--- config.mk ---
export PLATFORM = sky130hd
export DESIGN_NAME = ring_pool_allocator
export DESIGN_NICKNAME = d
export VERILOG_FILES = /design/src/hdl/rpa_pkg.sv /design/src/hdl/ring_pool_allocator.sv /design/src/hdl/rpa_ram.sv /design/src/hdl/rpa_ctrl.sv
export VERILOG_INCLUDE_DIRS = /design/src /design/src/hdl
export SDC_FILE = /design/constraint.sdc
export NUM_CORES = 2
export LEC_CHECK = 0
export BUFFER_PORTS_ARGS = -buffer_cell sky130_fd_sc_hd__buf_2
export CORE_MARGIN = 2
export CORE_UTILIZATION = 30
export CTS_BUF_LIST = sky130_fd_sc_hd__clkbuf_4
export CTS_CLUSTER_DIAMETER = 40
export DETAILED_ROUTE_END_ITERATION = 8
export PLACE_DENSITY = 0.54
export SYNTH_ARGS = -nofsm -noshare
export SYNTH_HDL_FRONTEND = slang
export SYNTH_SLANG_ARGS = --single-unit
--- constraint.sdc ---
create_clock -name clk_i -period 16.8 [get_ports clk_i]
set_clock_uncertainty 0.15 [all_clocks]
set_input_delay 0 -clock clk_i [delete_from_list [all_inputs] [get_ports clk_i]]
set_output_delay 0 -clock clk_i [all_outputs]
set_load 0.02 [all_outputs]
--- src/hdl/ring_pool_allocator_defines.svh ---
// assertion macros used by the ring pool allocator controller
`ifndef RING_POOL_ALLOCATOR_DEFINES_SVH
`define RING_POOL_ALLOCATOR_DEFINES_SVH

// plain property checked on every clock edge outside reset
`define RPA_ASSERT(lbl, prop, msg) \
  lbl: assert property (@(posedge clk_i) disable iff (!rst_ni) (prop)) else $error(msg);

// condition in one cycle implies a consequence in the next
`define RPA_ASSERT_NEXT(lbl, pre, post, msg) \
  lbl: assert property (@(posedge clk_i) disable iff (!rst_ni) (pre) |=> (post)) else $error(msg);

`endif

--- src/hdl/rpa_pkg.sv ---
// shared types and constants of the ring pool allocator
package rpa_pkg;

  // fixed field widths of the stream items
  localparam int unsigned AMOUNT_W = 13;
  localparam int unsigned RSLOT_W  = 8;
  localparam int unsigned START_W  = 12;
  localparam int unsigned SLOT_W   = 8;
  localparam int unsigned USED_W   = 13;
  localparam int unsigned STATUS_W = 2;

  // packed stream widths, padded to whole bytes
  localparam int unsigned IN_DATA_W  = 24;
  localparam int unsigned OUT_DATA_W = 40;

  typedef enum logic {
    OP_ALLOC   = 1'b0,
    OP_RELEASE = 1'b1
  } rpa_op_e;

  typedef enum logic [STATUS_W-1:0] {
    ST_OK         = 2'd0,
    ST_NO_SPACE   = 2'd1,
    ST_QUEUE_FULL = 2'd2
  } rpa_status_e;

  typedef enum logic [1:0] {
    S_IDLE,
    S_REL,
    S_CHK
  } rpa_state_e;

  // one request item
  typedef struct packed {
    rpa_op_e              op;
    logic [AMOUNT_W-1:0]  amount;
    logic [RSLOT_W-1:0]   release_slot;
  } rpa_item_t;

  // one result item
  typedef struct packed {
    rpa_status_e          status;
    logic [START_W-1:0]   start_offset;
    logic [SLOT_W-1:0]    granted_slot;
    logic [USED_W-1:0]    words_in_use;
  } rpa_result_t;

endpackage

--- src/hdl/ring_pool_allocator.sv ---
// top level of the ring pool allocator: stream ports and output register
//
//  channel   dir  handshake                      payload
//  s_axis    in   s_axis_tvalid_i/tready_o       tdata amount, release_slot; tuser operation
//  m_axis    out  m_axis_tvalid_o/tready_i       tdata status, start_offset, granted_slot,
//                                                words_in_use
//
// a release result is loaded from the S_REL state once the output register is free;
// an allocate result is loaded from the S_CHK state once the output register is free
// and the released blocks at the head of the queue are retired, one per cycle through the
// single read port of the block store. no new item is taken until its result is loaded.
// reset clears the state, pointers, counts and output valid only; the block store needs no clearing pass.
// a result held in the output register stalls only the end of the following item.
module ring_pool_allocator #(
  parameter int unsigned POOL_WORDS = 4096,
  parameter int unsigned MAX_BLOCKS = 256
) (
  input  logic                              clk_i,
  input  logic                              rst_ni,
  input  logic                              s_axis_tvalid_i,
  output logic                              s_axis_tready_o,
  // [12:0] amount, [20:13] release_slot, [23:21] zero
  input  logic [rpa_pkg::IN_DATA_W-1:0]     s_axis_tdata_i,
  // [0] operation
  input  logic                              s_axis_tuser_i,
  output logic                              m_axis_tvalid_o,
  input  logic                              m_axis_tready_i,
  // [1:0] status, [13:2] start_offset, [21:14] granted_slot, [34:22] words_in_use,
  // [39:35] zero
  output logic [rpa_pkg::OUT_DATA_W-1:0]    m_axis_tdata_o
);

  rpa_pkg::rpa_item_t   item;
  rpa_pkg::rpa_result_t res;
  logic                 res_load;
  logic                 out_free;
  logic                 m_valid_q, m_valid_d;
  logic [rpa_pkg::OUT_DATA_W-1:0] m_data_q, m_data_d;

  // unpack the request
  always_comb begin
    item.op           = rpa_pkg::rpa_op_e'(s_axis_tuser_i);
    item.amount       = s_axis_tdata_i[12:0];
    item.release_slot = s_axis_tdata_i[20:13];
  end

  rpa_ctrl #(
    .POOL_WORDS (POOL_WORDS),
    .MAX_BLOCKS (MAX_BLOCKS)
  ) u_ctrl (
    .clk_i      (clk_i),
    .rst_ni     (rst_ni),
    .in_valid_i (s_axis_tvalid_i),
    .in_item_i  (item),
    .in_ready_o (s_axis_tready_o),
    .out_free_i (out_free),
    .res_load_o (res_load),
    .res_o      (res)
  );

  // output register control
  always_comb begin
    out_free  = !m_valid_q || m_axis_tready_i;
    m_valid_d = m_valid_q;
    m_data_d  = m_data_q;
    if (res_load) begin
      m_valid_d = 1'b1;
      m_data_d  = {5'b0, res.words_in_use, res.granted_slot, res.start_offset, res.status};
    end else if (m_axis_tready_i) begin
      m_valid_d = 1'b0;
    end
  end

  always_ff @(posedge clk_i or negedge rst_ni) begin
    if (!rst_ni) begin
      m_valid_q <= 1'b0;
    end else begin
      m_valid_q <= m_valid_d;
    end
  end

  // result payload
  always_ff @(posedge clk_i) begin
    m_data_q <= m_data_d;
  end

  assign m_axis_tvalid_o = m_valid_q;
  assign m_axis_tdata_o  = m_data_q;

endmodule

--- src/hdl/rpa_ram.sv ---
// simple dual port ram with registered read data
module rpa_ram #(
  parameter int unsigned WIDTH = 13,
  parameter int unsigned DEPTH = 256
) (
  input  logic                     clk_i,
  input  logic                     wr_en_i,
  input  logic [$clog2(DEPTH)-1:0] wr_addr_i,
  input  logic [WIDTH-1:0]         wr_data_i,
  input  logic [$clog2(DEPTH)-1:0] rd_addr_i,
  output logic [WIDTH-1:0]         rd_data_o
);

  logic [WIDTH-1:0] mem [DEPTH];

  // write port
  always_ff @(posedge clk_i) begin
    if (wr_en_i) begin
      mem[wr_addr_i] <= wr_data_i;
    end
  end

  // read port, old data on collision
  always_ff @(posedge clk_i) begin
    rd_data_o <= mem[rd_addr_i];
  end

endmodule

--- src/hdl/rpa_ctrl.sv ---
// sequencer, pool pointers and block queue of the ring pool allocator
`include "ring_pool_allocator_defines.svh"

module rpa_ctrl #(
  parameter int unsigned POOL_WORDS = 4096,
  parameter int unsigned MAX_BLOCKS = 256
) (
  input  logic                clk_i,
  input  logic                rst_ni,
  input  logic                in_valid_i,
  input  rpa_pkg::rpa_item_t  in_item_i,
  output logic                in_ready_o,
  input  logic                out_free_i,
  output logic                res_load_o,
  output rpa_pkg::rpa_result_t res_o
);

  localparam int unsigned AW    = rpa_pkg::AMOUNT_W;
  localparam int unsigned PW    = $clog2(POOL_WORDS);
  localparam int unsigned UW    = $clog2(POOL_WORDS + 1);
  localparam int unsigned SW    = $clog2(MAX_BLOCKS);
  localparam int unsigned CW    = $clog2(MAX_BLOCKS + 1);
  localparam int unsigned SUM_W = ((UW > AW) ? UW : AW) + 1;

  rpa_pkg::rpa_state_e state_q, state_d;

  logic [PW-1:0] head_q, head_d;
  logic [PW-1:0] tail_q, tail_d;
  logic [UW-1:0] used_q, used_d;
  logic [SW-1:0] front_q, front_d;
  logic [SW-1:0] back_q, back_d;
  logic [CW-1:0] count_q, count_d;
  logic [AW-1:0] amt_q, amt_d;

  // block store ports
  logic          len_wr_en;
  logic          mark_wr_en;
  logic          mark_wr_data;
  logic [SW-1:0] mark_wr_addr;
  logic [SW-1:0] rd_addr;
  logic [AW-1:0] len_rd;
  logic          mark_rd;

  logic          accept;
  logic          retire;
  logic          fits;
  logic          full;
  logic          rslot_ok;
  logic [SW-1:0] rslot_idx;
  logic [SW-1:0] front_inc;
  logic [SW-1:0] back_inc;
  logic [SUM_W-1:0] head_sum, head_wrap;
  logic [SUM_W-1:0] tail_sum, tail_wrap;
  logic [SUM_W-1:0] used_sum, used_sub;
  logic [31:0]   rslot_ext, tail_ext, back_ext, used_ext, used_d_ext;

  rpa_ram #(.WIDTH(AW), .DEPTH(MAX_BLOCKS)) u_len_ram (
    .clk_i     (clk_i),
    .wr_en_i   (len_wr_en),
    .wr_addr_i (back_q),
    .wr_data_i (amt_q),
    .rd_addr_i (rd_addr),
    .rd_data_o (len_rd)
  );

  rpa_ram #(.WIDTH(1), .DEPTH(MAX_BLOCKS)) u_mark_ram (
    .clk_i     (clk_i),
    .wr_en_i   (mark_wr_en),
    .wr_addr_i (mark_wr_addr),
    .wr_data_i (mark_wr_data),
    .rd_addr_i (rd_addr),
    .rd_data_o (mark_rd)
  );

  // pointer arithmetic and fit checks
  always_comb begin
    accept    = in_valid_i && in_ready_o;
    retire    = (count_q != '0) && mark_rd;
    full      = (count_q == CW'(MAX_BLOCKS));
    rslot_ext = 32'(in_item_i.release_slot);
    rslot_ok  = (rslot_ext < 32'(MAX_BLOCKS));
    rslot_idx = rslot_ext[SW-1:0];
    front_inc = (front_q == SW'(MAX_BLOCKS - 1)) ? '0 : front_q + 1'b1;
    back_inc  = (back_q == SW'(MAX_BLOCKS - 1)) ? '0 : back_q + 1'b1;
    head_sum  = SUM_W'(head_q) + SUM_W'(len_rd);
    head_wrap = (head_sum >= SUM_W'(POOL_WORDS)) ? head_sum - SUM_W'(POOL_WORDS) : head_sum;
    tail_sum  = SUM_W'(tail_q) + SUM_W'(amt_q);
    tail_wrap = (tail_sum >= SUM_W'(POOL_WORDS)) ? tail_sum - SUM_W'(POOL_WORDS) : tail_sum;
    used_sum  = SUM_W'(used_q) + SUM_W'(amt_q);
    used_sub  = (SUM_W'(used_q) >= SUM_W'(len_rd)) ? SUM_W'(used_q) - SUM_W'(len_rd) : '0;
    fits      = (used_sum <= SUM_W'(POOL_WORDS));
  end

  // next state
  always_comb begin
    state_d = state_q;
    unique case (state_q)
      rpa_pkg::S_IDLE: begin
        if (accept) begin
          state_d = (in_item_i.op == rpa_pkg::OP_RELEASE) ? rpa_pkg::S_REL : rpa_pkg::S_CHK;
        end
      end
      rpa_pkg::S_REL: begin
        if (out_free_i) begin
          state_d = rpa_pkg::S_IDLE;
        end
      end
      rpa_pkg::S_CHK: begin
        if (!retire && out_free_i) begin
          state_d = rpa_pkg::S_IDLE;
        end
      end
      default: state_d = rpa_pkg::S_IDLE;
    endcase
  end

  // outputs, store strobes and datapath updates
  always_comb begin
    in_ready_o   = 1'b0;
    res_load_o   = 1'b0;
    len_wr_en    = 1'b0;
    mark_wr_en   = 1'b0;
    mark_wr_data = 1'b0;
    mark_wr_addr = back_q;
    rd_addr      = front_q;
    head_d       = head_q;
    tail_d       = tail_q;
    used_d       = used_q;
    front_d      = front_q;
    back_d       = back_q;
    count_d      = count_q;
    amt_d        = amt_q;
    tail_ext     = 32'(tail_q);
    back_ext     = 32'(back_q);
    used_ext     = 32'(used_q);
    used_d_ext   = 32'(used_sum[UW-1:0]);
    res_o.status       = rpa_pkg::ST_OK;
    res_o.start_offset = '0;
    res_o.granted_slot = '0;
    res_o.words_in_use = used_ext[rpa_pkg::USED_W-1:0];
    unique case (state_q)
      rpa_pkg::S_IDLE: begin
        in_ready_o = 1'b1;
        if (accept) begin
          amt_d = in_item_i.amount;
          // release marks the slot at once
          if (in_item_i.op == rpa_pkg::OP_RELEASE && rslot_ok) begin
            mark_wr_en   = 1'b1;
            mark_wr_data = 1'b1;
            mark_wr_addr = rslot_idx;
          end
        end
      end
      rpa_pkg::S_REL: begin
        res_load_o = out_free_i;
      end
      rpa_pkg::S_CHK: begin
        if (retire) begin
          // retire the oldest block and fetch the next one
          head_d  = head_wrap[PW-1:0];
          used_d  = used_sub[UW-1:0];
          front_d = front_inc;
          count_d = count_q - 1'b1;
          rd_addr = front_inc;
        end else if (out_free_i) begin
          res_load_o = 1'b1;
          if (!fits) begin
            res_o.status = rpa_pkg::ST_NO_SPACE;
          end else if (full) begin
            res_o.status = rpa_pkg::ST_QUEUE_FULL;
          end else begin
            // grant at the tail and record the block
            len_wr_en          = 1'b1;
            mark_wr_en         = 1'b1;
            mark_wr_data       = 1'b0;
            mark_wr_addr       = back_q;
            back_d             = back_inc;
            count_d            = count_q + 1'b1;
            tail_d             = tail_wrap[PW-1:0];
            used_d             = used_sum[UW-1:0];
            res_o.start_offset = tail_ext[rpa_pkg::START_W-1:0];
            res_o.granted_slot = back_ext[rpa_pkg::SLOT_W-1:0];
            res_o.words_in_use = used_d_ext[rpa_pkg::USED_W-1:0];
          end
        end
      end
      default: ;
    endcase
  end

  // control and pointer registers
  always_ff @(posedge clk_i or negedge rst_ni) begin
    if (!rst_ni) begin
      state_q <= rpa_pkg::S_IDLE;
      head_q  <= '0;
      tail_q  <= '0;
      used_q  <= '0;
      front_q <= '0;
      back_q  <= '0;
      count_q <= '0;
    end else begin
      state_q <= state_d;
      head_q  <= head_d;
      tail_q  <= tail_d;
      used_q  <= used_d;
      front_q <= front_d;
      back_q  <= back_d;
      count_q <= count_d;
    end
  end

  // latched request amount
  always_ff @(posedge clk_i) begin
    amt_q <= amt_d;
  end

  `RPA_ASSERT(a_count_bound, count_q <= CW'(MAX_BLOCKS), "block count above queue depth")
  `RPA_ASSERT(a_used_bound, used_q <= UW'(POOL_WORDS), "used words above pool size")
  `RPA_ASSERT(a_ends_meet, (count_q == '0 || count_q == CW'(MAX_BLOCKS)) |-> (front_q == back_q), "queue ends disagree with count")
  `RPA_ASSERT_NEXT(a_retire_step, state_q == rpa_pkg::S_CHK && retire, count_q == $past(count_q) - 1'b1, "retire did not drop count by one")
  `RPA_ASSERT(a_load_free, res_load_o |-> out_free_i, "result loaded into a busy output register")

endmodule
==> impl_metrics.toml <==
[outcome]
status = "complete, no violations"

[clocking]
h-tree-depth = 6
cts-root-buf = "clkbuf_4"
insertion_delay_ns = 1.70
cts.sinks = 3699
post_cts_buffers = 0
cts_tree = "yes"
clkTransAtPathRegs_ns = 0.07
cts_buffers = 958
cts_buffer_depth = 4

[final_layout]
layout_common_cells = "edfxtp_1 (3632), nand2_1 (1772), clkbuf_4 (1464), mux2i_1 (1212), a21oi_1 (537)"
layout.cells.most_common = "edfxtp_1"
drive_gt1_frac = 0.180
final_cell_count_no_fill = 19700
syn2layout_area_growth_pct = 14.8
final_net_count = 12100

[synthesis]
ys_warn_count = 0
seq_area_frac_synth = 0.707
ys_types = 89
ys_top_cells_by_area = "edfxtp_1 (70%), mux2i_1 (7.8%), nand2_1 (4.3%)"
avgSynthCellArea_um2 = 13.9
synth_top_flop_cell = "edfxtp_1"
synth_edf_count = 3632
syn_inst = 11300
ys_ff_latch = 3699
syn_area_um2 = 157000
async_reset_ff_frac = 0.0143
yosys.area.top_type = "edfxtp_1"
synth.top_cell.area_share = 0.697

[timing]
period_share = 0.461
setup_viol = 0
hold_violations = 0
tightest_slew_ns = 1.45
slew_viol_final = 0
fin_crit_ns = 7.75
rsz0062_at_grt = "false"
slew_headroom = 0.0281
fin_setup_tns_ns = 0
fmax_mhz = 129

[critical_path]
ff2ff_setup_slack_ns = 9.05
critPathSlowestCell = "nor4_2"
arrival_ns = 9.09
cpPeakStageDelay_ns = 1.03
critPathRequiredTime_ns = 18.15
critPathCaptureType = "register"
r2r-start = "u_ctrl.state_q[0]"
r2r_cells = 17
worstSetupPathType = "reg -> reg"
cpMostUsedCell = "buf_4"
timing.rr.end = "u_ctrl.u_len_ram.rd_data_o[3]"
cp_cell_sequence = "inv_1, ha_1, buf_4, and2_4, o31ai_2, o21ai_0, and2_4, buf_4, buf_4, buf_4, buf_4, o221ai_1, a21oi_1, nor4_1, buf_4, nor4_2, nor4_1"
start_kind = "register"
cp_max_fo = 39

[grt]
grt_pass1_wl_um = 738000
grt_max_degree = 178
antenna_found_initial = 39
gr-total-overflow = 0
grtUsageTotal = 0.192
grt_pass1_vias = 100000

[hold_path]
holdCritStartpoint = "s_axis_tdata_i[20]"
hold_depth = 8
hold_class = "in -> reg"
min_to = "u_ctrl.u_mark_ram.mem[64]"

[power_and_ir_drop]
p_int_w = 0.0181
power_switching_share = 0.389
p_switching_w = 0.0115
p_leak_nw = 60.6
p_comb_frac = 0.363
cellPowerDensity_nw_per_um2 = 165
vdd_drop_max_v = 0.000248
power_frac_clock = 0.267
p_seq_frac = 0.370

[floorplan]
die_area_um2 = 528000
core_area_um2 = 520000
io_pins = 71
rows = 265
start_util = 0.301
fp.dieW_um = 726
die_height_um = 726

[place]
hpwl_um = 306000
portBuffers = 62
placed_cells = 17900
place.gp.congestion = 0.835

[detailed_routing]
initialDrtViolationCount = 12500
final_antenna_net_count = 0
num_vias = 106000
wl_per_cell_um = 26.9
drc_errors = 0
via_per_inst = 5.38
dr.pass1.iters = 7
wl_um = 529000

[flow_run]
cap_violations = 0
[worst max path at each step]
stage | slack, ns | end | depth (start not counted) | startpoint
after floorplan | 8.69 | u_ctrl.u_len_ram.mem[176][0] | 11 | u_ctrl.amt_q[0]
after global placement | 9.42 | u_ctrl.u_len_ram.rd_data_o[9] | 13 | u_ctrl.count_q[0]
after detailed placement | 9.34 | u_ctrl.u_len_ram.rd_data_o[3] | 17 | u_ctrl.state_q[0]
after CTS | 9.31 | u_ctrl.u_len_ram.rd_data_o[3] | 17 | u_ctrl.state_q[0]
after global routing | 9.06 | u_ctrl.u_len_ram.rd_data_o[3] | 17 | u_ctrl.state_q[0]
final | 9.05 | u_ctrl.u_len_ram.rd_data_o[3] | 17 | u_ctrl.state_q[0]
[critical path, delay by kind of cell, from the launching register on]
family | cells | cell delay (ns)
buffers and inverters | 7 | 2.86
AO/OA/AOI/OAI | 4 | 1.33
flip-flops | 1 | 0.40
AND/OR/NAND/NOR | 5 | 2.48
adder cells (fa/ha/maj) | 1 | 0.15
[logic make-up after synthesis]
group	Yosys count	share of synthesized area
AOI/OAI and AO/OA	2124	0.0923
xor gates and xnor gates	37	0.00212
adders and majority gates	56	0.00467
buffers and inverters	890	0.0268
DFF	3699	0.707
muxes	1225	0.0784
other	1	0.0000240
and+or+nand+nor	3241	0.0888
[synthesized netlist by cell type, types with 52 or more instances]
cell	n
a21oi_1	541
a221oi_1	207
a22oi_1	66
a311oi_1	59
a31oi_1	140
and3_1	128
buf_1	87
buf_2	377
buf_4	67
clkbuf_1	289
dfrtp_1	53
edfxtp_1	3632
ha_1	52
mux2i_1	1213
nand2_1	1797
nand3_1	355
nor2_1	574
nor3_1	84
nor4_1	134
o21ai_0	147
o221ai_1	287
o22ai_1	414
[power by group through the flow]
stage | Combinational (W) | Clock, W | Sequential [W]
final | 0.0107 | 0.00790 | 0.0109
after global routing | 0.0114 | 0.00851 | 0.0109
after CTS | 0.0106 | 0.00805 | 0.0109
after detailed placement | 0.0106 | 0 | 0.0111
after global placement | 0.0105 | 0 | 0.0111
after floorplan | 0.00656 | 0 | 0.0115
[what timing repair did]
| item | CTS | global route |
|---|---|---|
| gates resized for setup | 0 | 0 |
| hold buffers | 103 | 0 |
| endpoints found under the hold margin | 796 | 0 |
[flip-flops by register name, summed over array words and instances (netlist names)]
signal                       flops
u_ctrl.u_len_ram.mem          3328
u_ctrl.tail_q                   12
m_axis_tvalid_o                  1
u_ctrl.u_mark_ram.mem          256
u_ctrl.u_mark_ram.rd_data_o      1
u_ctrl.used_q                   13
u_ctrl.state_q                   2
u_ctrl.count_q                   9
u_ctrl.back_q                    8
m_axis_tdata_o                  35
u_ctrl.amt_q                    13
u_ctrl.front_q                   8
u_ctrl.u_len_ram.rd_data_o      13
[cell type report]
type,instances,area [µm²]
fill,50900,341000
antenna,20,50.0
clock buffer,1464,11000
sequential,3699,111000
inverter,54,256
multi-input combinational,6688,42700
clock inverter,241,1430
timing repair buffer,603,4900
tap,6942,8690
[layer usage]
layer	vias up	wire [µm]	global-route usage
met2	5258	239000	0.298
met3	985	50600	0.0433
met5	-	236	0
met4	32	21900	0.0808
met1	54000	217000	0.258
li1	45800	-	-
[per-stage QoR]
step / instance area (µm²) / utilization / power (W) / hold slack, ns / setup WS [ns]
final: 180000 / 0.345 / 0.0296 / 0.264 / 9.05
after global routing: 180000 / 0.345 / 0.0308 / 0.262 / 9.06
after CTS: 180000 / 0.345 / 0.0296 / 0.0553 / 9.31
after detailed placement: 166000 / 0.319 / 0.0217 / 0.0281 / 9.34
after global placement: 166000 / 0.319 / 0.0216 / 0.0282 / 9.42
after floorplan: 157000 / - / 0.0180 / -0.446 / 8.69
(Power assumes the default switching activity.)
